===== src/rtl/ftfb_pkg.sv =====
`timescale 1ns / 1ps
`default_nettype none
package ftfb_pkg;

   localparam int AXES      = 6;
   localparam int SUM_W     = 40;
   localparam int VAL_W     = 32;
   localparam int CNT_W     = 7;
   localparam int DIV_W     = 8;
   localparam int TRIP_W    = 14;
   localparam int REQ_W     = 200;
   localparam int RSP_W     = 192;
   localparam int CSR_AW    = 5;
   localparam int CSR_DW    = 32;

   typedef enum logic [2:0] {
      REG_WINDOW_LENGTH = 3'd0,
      REG_FILTER_MODE   = 3'd1,
      REG_FORCE_LIMIT   = 3'd2,
      REG_TORQUE_LIMIT  = 3'd3,
      REG_FORCE_EN      = 3'd4,
      REG_TORQUE_EN     = 3'd5,
      REG_TRIP_COUNT    = 3'd6,
      REG_LINK_VALID    = 3'd7
   } reg_index_type;

   typedef enum logic [4:0] {
      ST_IDLE,
      ST_ACCUM,
      ST_DIV_START,
      ST_DIV_WAIT,
      ST_STEP,
      ST_FILT_INIT,
      ST_SWEEP,
      ST_SWEEP_END,
      ST_MDIV_START,
      ST_MDIV_WAIT,
      ST_SEL_DECIDE,
      ST_SEL_STORE,
      ST_AXIS_NEXT,
      ST_MUL,
      ST_MACC,
      ST_TRIP,
      ST_OUT
   } state_type;

   typedef struct packed {
      logic [7:0]        window_length;
      logic              filter_mode;
      logic [31:0]       force_limit;
      logic [31:0]       torque_limit;
      logic              force_en;
      logic              torque_en;
      logic [TRIP_W-1:0] trip_count;
      logic              link_valid;
   } cfg_type;

   typedef struct packed {
      logic       load;
      logic       clear;
      logic       accum;
      logic       div_start;
      logic       div_mean;
      logic       ram_wr;
      logic       step;
      logic       filt_init;
      logic       sweep_rd;
      logic       store_mean;
      logic       sel_decide;
      logic       store_median;
      logic       mul;
      logic       macc;
      logic       trip;
      logic       out_load;
      logic [2:0] axis;
      logic [4:0] bit_idx;
      logic [2:0] mstep;
   } cmd_type;

   typedef struct packed {
      logic is_clear;
      logic cnt_zero;
      logic div_done;
      logic full_next;
      logic median_mode;
      logic link_valid;
      logic sweep_last;
      logic out_free;
   } status_type;

   function automatic logic signed [VAL_W-1:0] sat32(input logic signed [SUM_W-1:0] v);
      logic signed [SUM_W-1:0] hi;
      logic signed [SUM_W-1:0] lo;
      hi = SUM_W'(signed'(33'sh0_7FFF_FFFF));
      lo = -hi - SUM_W'(1);
      if (v > hi) begin
         sat32 = 32'sh7FFF_FFFF;
      end else if (v < lo) begin
         sat32 = 32'sh8000_0000;
      end else begin
         sat32 = v[VAL_W-1:0];
      end
   endfunction

   function automatic logic [VAL_W-1:0] abs32(input logic signed [VAL_W-1:0] v);
      abs32 = v[VAL_W-1] ? VAL_W'(-v) : VAL_W'(v);
   endfunction

endpackage
`default_nettype wire


===== src/rtl/ftfb_ctrl.sv =====
`timescale 1ns / 1ps
`default_nettype none
module ftfb_ctrl
   import ftfb_pkg::*;
(
   input  wire logic       clock,
   input  wire logic       reset,
   input  wire logic       req_tvalid,
   output      logic       req_tready,
   input  wire status_type status,
   output      cmd_type    cmd
);

   state_type  state_ff, state_in;
   logic [2:0] axis_ff, axis_in;
   logic [4:0] bit_ff, bit_in;
   logic [2:0] mstep_ff, mstep_in;

   always_ff @(posedge clock) begin
      if (reset) begin
         state_ff <= ST_IDLE;
         axis_ff  <= '0;
         bit_ff   <= '0;
         mstep_ff <= '0;
      end else begin
         state_ff <= state_in;
         axis_ff  <= axis_in;
         bit_ff   <= bit_in;
         mstep_ff <= mstep_in;
      end
   end

   always_comb begin
      state_in = state_ff;
      axis_in  = axis_ff;
      bit_in   = bit_ff;
      mstep_in = mstep_ff;
      unique case (state_ff)
         ST_IDLE: begin
            if (req_tvalid) begin
               state_in = ST_ACCUM;
            end
         end
         ST_ACCUM: begin
            axis_in = '0;
            if (status.is_clear || status.cnt_zero) begin
               state_in = ST_OUT;
            end else begin
               state_in = ST_DIV_START;
            end
         end
         ST_DIV_START: state_in = ST_DIV_WAIT;
         ST_DIV_WAIT: begin
            if (status.div_done) begin
               if (axis_ff == 3'(AXES - 1)) begin
                  state_in = ST_STEP;
               end else begin
                  axis_in  = axis_ff + 3'd1;
                  state_in = ST_DIV_START;
               end
            end
         end
         ST_STEP: begin
            axis_in  = '0;
            state_in = status.full_next ? ST_FILT_INIT : ST_OUT;
         end
         ST_FILT_INIT: begin
            bit_in   = 5'd31;
            state_in = ST_SWEEP;
         end
         ST_SWEEP: begin
            if (status.sweep_last) begin
               state_in = ST_SWEEP_END;
            end
         end
         ST_SWEEP_END: begin
            state_in = status.median_mode ? ST_SEL_DECIDE : ST_MDIV_START;
         end
         ST_MDIV_START: state_in = ST_MDIV_WAIT;
         ST_MDIV_WAIT: begin
            if (status.div_done) begin
               state_in = ST_AXIS_NEXT;
            end
         end
         ST_SEL_DECIDE: begin
            if (bit_ff == 5'd0) begin
               state_in = ST_SEL_STORE;
            end else begin
               bit_in   = bit_ff - 5'd1;
               state_in = ST_SWEEP;
            end
         end
         ST_SEL_STORE: state_in = ST_AXIS_NEXT;
         ST_AXIS_NEXT: begin
            mstep_in = '0;
            if (axis_ff == 3'(AXES - 1)) begin
               state_in = status.link_valid ? ST_MUL : ST_OUT;
            end else begin
               axis_in  = axis_ff + 3'd1;
               state_in = ST_FILT_INIT;
            end
         end
         ST_MUL: state_in = ST_MACC;
         ST_MACC: begin
            if (mstep_ff == 3'd7) begin
               state_in = ST_TRIP;
            end else begin
               mstep_in = mstep_ff + 3'd1;
               state_in = ST_MUL;
            end
         end
         ST_TRIP: state_in = ST_OUT;
         ST_OUT: begin
            if (status.out_free) begin
               state_in = ST_IDLE;
            end
         end
         default: state_in = ST_IDLE;
      endcase
   end

   always_comb begin
      cmd         = '0;
      cmd.axis    = axis_ff;
      cmd.bit_idx = bit_ff;
      cmd.mstep   = mstep_ff;
      req_tready  = 1'b0;
      unique case (state_ff)
         ST_IDLE: begin
            req_tready = 1'b1;
            cmd.load   = req_tvalid;
         end
         ST_ACCUM: begin
            cmd.clear = status.is_clear;
            cmd.accum = !status.is_clear;
         end
         ST_DIV_START: cmd.div_start = 1'b1;
         ST_DIV_WAIT:  cmd.ram_wr    = status.div_done;
         ST_STEP:      cmd.step      = 1'b1;
         ST_FILT_INIT: cmd.filt_init = 1'b1;
         ST_SWEEP:     cmd.sweep_rd  = 1'b1;
         ST_SWEEP_END: cmd           = cmd;
         ST_MDIV_START: begin
            cmd.div_start = 1'b1;
            cmd.div_mean  = 1'b1;
         end
         ST_MDIV_WAIT: cmd.store_mean   = status.div_done;
         ST_SEL_DECIDE: cmd.sel_decide  = 1'b1;
         ST_SEL_STORE: cmd.store_median = 1'b1;
         ST_AXIS_NEXT: cmd              = cmd;
         ST_MUL:       cmd.mul          = 1'b1;
         ST_MACC:      cmd.macc         = 1'b1;
         ST_TRIP:      cmd.trip         = 1'b1;
         ST_OUT:       cmd.out_load     = status.out_free;
         default:      cmd              = cmd;
      endcase
   end

endmodule
`default_nettype wire


===== config.mk =====
export PLATFORM = sky130hd
export DESIGN_NAME = ftfb_ctrl
export DESIGN_NICKNAME = d
export VERILOG_FILES = /design/src/rtl/ftfb_pkg.sv /design/src/rtl/ftfb_ctrl.sv
export SDC_FILE = /design/constraint.sdc
export NUM_CORES = 1
export LEC_CHECK = 0
export ABC_AREA = 1
export BUFFER_PORTS_ARGS = -buffer_cell sky130_fd_sc_hd__clkbuf_2
export CORE_MARGIN = 2
export CORE_UTILIZATION = 45
export CTS_CLUSTER_SIZE = 8
export DETAILED_ROUTE_END_ITERATION = 7
export PLACE_DENSITY = 0.79
export RECOVER_POWER = 100
export REMOVE_ABC_BUFFERS = 1
export SLEW_MARGIN = 10
export SYNTH_ARGS = -nofsm -noshare
export SYNTH_HDL_FRONTEND = slang
export SYNTH_SLANG_ARGS = --single-unit

===== constraint.sdc =====
create_clock -name clock -period 1.3 [get_ports clock]
set_input_delay 0.26 -clock clock [delete_from_list [all_inputs] [get_ports clock]]
set_output_delay 0.26 -clock clock [all_outputs]
set_load 0.03 [all_outputs]

==> impl_metrics.ini, run 1 <==
[drt]
first_pass_iters = 4
wire_per_inst_um = 19.40
wl_um = 6014
ant_nets = 0
avgViaCountPerCell = 6.029
drc_errors = 0
num_vias = 1869
drtIter0Drc = 146

[worst_setup_path]
crit_buf_inv = 1
critPathArrivalTime_ns = 1.84
endpoint_kind = flip-flop
start_kind = flip-flop
critPathSlowestCell = dfxtp_1
criticalPathCategory = reg2reg
rrSetupSlack_ns = -0.37
r2r_cells = 10
r2r_end = state_ff[2]
cp_max_fo = 2
cp-startpoint = axis_ff[1]
crit_path_max_incr_delay_ns = 0.33
critical_path.top_delay_family = simple AND/OR/NAND/NOR gates
path_cells = inv_1 -> ha_1 -> nand2_1 -> or2_2 -> nand2_1 -> nand2_1 -> nor2_1 -> nand2_1 -> nand2_2 -> a21oi_2
crit_path_frequent_cell = nand2_1
crit_required_ns = 1.47
rr_startpoint = axis_ff[1]

[layout]
drive_gt1_frac = 0.5929
multi_input_area_um2 = 1084
syn2layout_area_growth_pct = 87.96
seqCellArea_um2 = 341.6
fill_cells = 98
final-instance-count-excl-fill = 310
fin_nets = 298
n_antenna_cell = 0
final_core_util = 0.9137

[timing]
layout_min_cycle_time_ns = 1.668
setup_viol = 35
worst_pin_slew_ns = 0.3637
relSlewSlack = 0.7556
rsz0062_at_grt = true
timing.hold.ws_ns = 0.2911
finalCritPeriodShare = 1.283
max_freq_mhz = 599.5
final_hold_viol_count = 0
finalWorstSetupSlack_ns = -0.3681
slew_violations = 0
finClkSkew_ns = 0.009102

[global_route]
grt_pass1_vias = 1539
grt.total_usage = 0.2486
antenna_found_initial = 0
grt-ovfl-total = 0
grt_pass1_wl_um = 6361
grt_max_degree = 11

[placement]
io_buffer_count = 38
hpwl_um = 2841
post-place-ws_ns = -0.1972
dp_cells = 294
globalplace.congestion = 0.9217

[floorplanning]
die_area_um2 = 3158
pin_count = 39
num_rows = 18
die_width_um = 56.20
die_y_um = 56.20
coreArea_um2 = 2522
initial_core_util = 0.4861

[yosys]
synth_cell_type_count = 28
yosys_register_bits = 16
ys_seq_area_frac = 0.2612
syn_area_um2 = 1226
avgSynthCellArea_um2 = 6.224
ys_warn_count = 0
synthCells = 197

[clock_tree]
cts-root-buf = clkbuf_4
cts_buffers = 3
cts.sinks = 16
cts_tree = yes
clk_pin_slew_ns = 0.10
cts_hold_buffers = 0
cts.path.max_buffers = 2
ctsHtreeMaxLevel = 1
clk_latency_ns = 0.29

[power_and_ir_drop]
powerDensity_nw_per_um2 = 668.3
ir_worst_vdd_mv = 0.8006
power_leakage_nw = 1.120

[run_status]
violations = negative setup slack
run_status = finished with violations

[worst_hold_path]
hold_path.class = in2reg
hold_depth = 3
holdCritStartpoint = status[2]
whs_endpoint = state_ff[3]

[run]
max_cap_viol_count = 0
-- area by class of cell --
class,count,area share
Sequential cell,16,0.1482
Timing Repair Buffer,82,0.3002
Inverter,30,0.05537
Multi-Input combinational cell,149,0.4701
Clock buffer,3,0.009772
Tap cell,30,0.01629
-- cell usage in the layout (no fill, tap or decap), types with 3 or more instances in the layout --
cell type and n:
a21oi_1 7, a21oi_2 5, a31oi_1 4, buf_4 30
buf_6 17, buf_8 5, clkbuf_1 5, clkbuf_2 19
clkbuf_4 3, clkbuf_8 3, dfxtp_1 9, dfxtp_4 5
ha_1 4, inv_1 16, inv_2 9, inv_4 4
nand2_1 25, nand2_2 9, nand2_4 9, nand3_1 9
nand3_2 5, nor2_1 17, nor2_2 8, nor2_4 17
nor3_1 5, o21ai_1 7
-- state kept, by name (all words and copies together), names as in the netlist --
name and count:
axis_ff 3, state_ff 5, mstep_ff 3, bit_ff 5
-- cell usage after synthesis (all sizes together) --
cell type | n | area [µm²]
o21ai | 9 | 56.31
a21oi | 12 | 60.06
nor2 | 42 | 195.2
nand3b | 3 | 26.27
buf | 2 | 8.750
or2 | 2 | 12.51
nor3 | 9 | 50.05
a31oi | 4 | 25.02
inv | 30 | 112.6
o211a | 1 | 10.01
nand2 | 43 | 173.9
xnor2 | 1 | 8.760
nand4 | 1 | 6.260
ha | 5 | 62.56
o21bai | 1 | 7.510
dfxtp | 16 | 320.3
nand3 | 16 | 90.09
-- worst register-to-register path, delay by kind of cell, from the launching register on --
kind	cells	cell delay [ns]
compound gates	1	0.06
fa+ha+maj	1	0.16
buf+inv	1	0.08
flops	1	0.33
simple gates	7	0.93
-- report_power, final --
group | internal, W | switching, W | leakage, nW | total [W]
clock | 0.000108 | 0.000165 | 0.0138 | 0.000272
combinational | 0.000266 | 0.000441 | 0.972 | 0.000707
sequential | 0.000513 | 0.0000485 | 0.134 | 0.000561
total | 0.000886 | 0.000654 | 1.12 | 0.00154
-- metrics by stage --
step | area (µm²) | setup TNS, ns | total power (W)
global route | 2305 | -9.043 | 0.001601
global placement | 1690 | -2.158 | 0.001022
finish | 2305 | -7.303 | 0.001540
detailed placement | 1690 | -2.416 | 0.001025
CTS | 1943 | -5.401 | 0.001332
floorplan | 1217 | -4.708 | 0.0008445
-- cells by family after synthesis --
| logic type | after synthesis | share of synthesized area |
|---|---|---|
| xor+xnor | 1 | 0.007144 |
| fa+ha+maj | 5 | 0.05102 |
| buf+inv | 32 | 0.09897 |
| flops | 16 | 0.2612 |
| simple gates | 116 | 0.4520 |
| compound gates | 27 | 0.1296 |
-- how the worst max path moves through the flow --
| stage | endpoint | slack [ns] | cells after the start |
|---|---|---|---|
| after floorplan | state_ff[1] | -0.32 | 8 |
| after global placement | state_ff[2] | -0.20 | 9 |
| after detailed placement | state_ff[2] | -0.20 | 9 |
| after CTS | cmd[24] | -0.32 | 7 |
| after global routing | state_ff[2] | -0.43 | 10 |
| final | state_ff[2] | -0.37 | 10 |
-- metal layers --
metal / GRT usage / share of wire / up-vias
met2: 0.4403 / 0.48 / 154
met1: 0.2906 / 0.36 / 856
li1: - / - / 807
met4: 0.1054 / 0.072 / 0
met3: 0.04419 / 0.087 / 52
met5: 0 / 0 / -
-- repair_timing --
item,CTS,global route
endpoints found under the setup margin,33,34
setup buffers,5,11
resized for setup,64,100
pin swaps,9,35
cloned,0,0
Power figures use the tool's default switching activity.
==> run 2, diff against run 1 <==
CORE_ASPECT_RATIO = 0.7   (was unset)
PLACE_DENSITY = 0.75   (was 0.79)
==> run 2 against run 1 <==
Against the previous run: the flow still finishes with violations (negative setup slack); total power rose by 18%; count of clock-buffer cells in the layout up 1; worst setup slack got worse by 0.034 ns; sequential share of layout area down 0.67 points; hold slack better by 0.060 ns; critical path depth shrank 4; clock skew barely moved; highest routed layer unchanged.
==> impl_metrics.ini, run 2 (synthesis results as in run 1) <==
[run_status]
run_status = finished with violations
violations = negative setup slack

[clock_tree]
clk_pin_slew_ns = 0.06
cts_tree = yes
ctsHtreeMaxLevel = 1
clk_latency_ns = 0.27
cts-root-buf = clkbuf_8
cts.path.max_buffers = 2
cts_hold_buffers = 0
cts.sinks = 16
cts_buffers = 3

[timing]
slew_violations = 0
finalWorstSetupSlack_ns = -0.4021
relSlewSlack = 0.7524
worst_pin_slew_ns = 0.3730
max_freq_mhz = 587.5
timing.hold.ws_ns = 0.3509
finalCritPeriodShare = 1.309
setup_viol = 33
setup_tns_ns = -10.01
finClkSkew_ns = 0.009517
final_hold_viol_count = 0
rsz0062_at_grt = true
layout_min_cycle_time_ns = 1.702

[floorplanning]
pin_count = 39
die_width_um = 66.39
num_rows = 15
die_area_um2 = 3165
initial_core_util = 0.4876
coreArea_um2 = 2515
die_y_um = 47.68

[layout]
final-instance-count-excl-fill = 317
largestRegisters = bit_ff: 5 flops, state_ff: 5 flops
final_cell_mix = buf_4, clkbuf_2, nor2_4, inv_1, nand2_1
fill_cells = 61
drive_gt1_frac = 0.6360
layout_commonest_cell = buf_4
fin_nets = 300
syn2layout_area_growth_pct = 96.84
n_antenna_cell = 0

[worst_setup_path]
critPathArrivalTime_ns = 1.44
crit_required_ns = 1.04
criticalPathCategory = reg2out
start_kind = flip-flop
rrSetupSlack_ns = -0.40
endpoint_kind = output pin
cp_max_fo = 6

[worst_hold_path]
hold_path.class = in2reg

[power_and_ir_drop]
power_w = 0.001825
p_clk_frac = 0.258
pwr-share-comb = 0.436
switchingPower_w = 0.0007558
power_leakage_nw = 1.160
ir_worst_vdd_mv = 0.7726
swShare = 0.4142
powerDensity_nw_per_um2 = 756.1
intPower_w = 0.001069
pwr-share-seq = 0.306

[drt]
wire_per_inst_um = 24.54
num_vias = 2089
avgViaCountPerCell = 6.590
drc_errors = 0
wl_um = 7778
drtIter0Drc = 294
ant_nets = 0
first_pass_iters = 7

[placement]
io_buffer_count = 38
hpwl_um = 2985
dp_cells = 297
globalplace.congestion = 0.9572

[run]
max_cap_viol_count = 0

[global_route]
grt-ovfl-total = 0
grt_max_degree = 11
antenna_found_initial = 0
grt.total_usage = 0.3521
grt_pass1_wl_um = 8045
grt_pass1_vias = 1670
==> run 2: repair_timing <==
| item | CTS | global route |
|---|---|---|
| pin swaps | 16 | 29 |
| gates resized for setup | 79 | 89 |
| setup endpoints to repair | 33 | 33 |
| buffers inserted | 13 | 3 |
==> run 2: worst max-delay path: stages, from the launching register on <==
cell,delay (ns)
dfxtp_4,0.39
nor2_4,0.20
nand2_4,0.12
nor2_4,0.12
inv_2,0.07
nor2_2,0.12
buf_6,0.15
==> run 2: through the flow <==
| stage | instance area, µm² | utilization | worst slack (ns) |
|---|---|---|---|
| floorplan | 1217 | - | -0.3223 |
| global placement | 1688 | 0.6711 | -0.2110 |
| detailed placement | 1688 | 0.6711 | -0.2163 |
| CTS | 2136 | 0.8493 | -0.2698 |
| global route | 2414 | 0.9597 | -0.4558 |
| finish | 2414 | 0.9597 | -0.4021 |
==> run 2: final timing paths <==
kind,depth (start not counted),endpoint,startpoint
setup / recovery,6,cmd[24],state_ff[2]
hold reg to reg,2,bit_ff[0],bit_ff[0]
setup reg to reg,11,state_ff[2],state_ff[4]
hold / removal,4,state_ff[2],status[1]
==> run 2: final cells by class <==
| class | instances | area, µm² | area share |
|---|---|---|---|
| sequential | 16 | 341.6 | 0.1415 |
| multi-input combinational | 149 | 1120 | 0.4640 |
| tap | 34 | 42.54 | 0.01763 |
| inverter | 30 | 122.6 | 0.05080 |
| timing repair buffer | 84 | 732.0 | 0.3033 |
| clock buffer | 4 | 55.05 | 0.02281 |
==> run 2: power by group through the flow <==
stage               Clock, W  Combinational [W]  Sequential, W
floorplan                  0           0.000271       0.000573
finish              0.000471           0.000795       0.000559
global placement           0           0.000476       0.000546
global route        0.000480           0.000827       0.000560
CTS                 0.000449           0.000565       0.000544
detailed placement         0           0.000473       0.000547
==> run 2: layer usage <==
layer | GRT usage | up-vias | part of all wire
met5 | 0 | - | 0
met4 | 0.1429 | 0 | 0.093
met3 | 0.1600 | 112 | 0.15
met2 | 0.5940 | 245 | 0.42
met1 | 0.4014 | 921 | 0.34
li1 | - | 811 | -
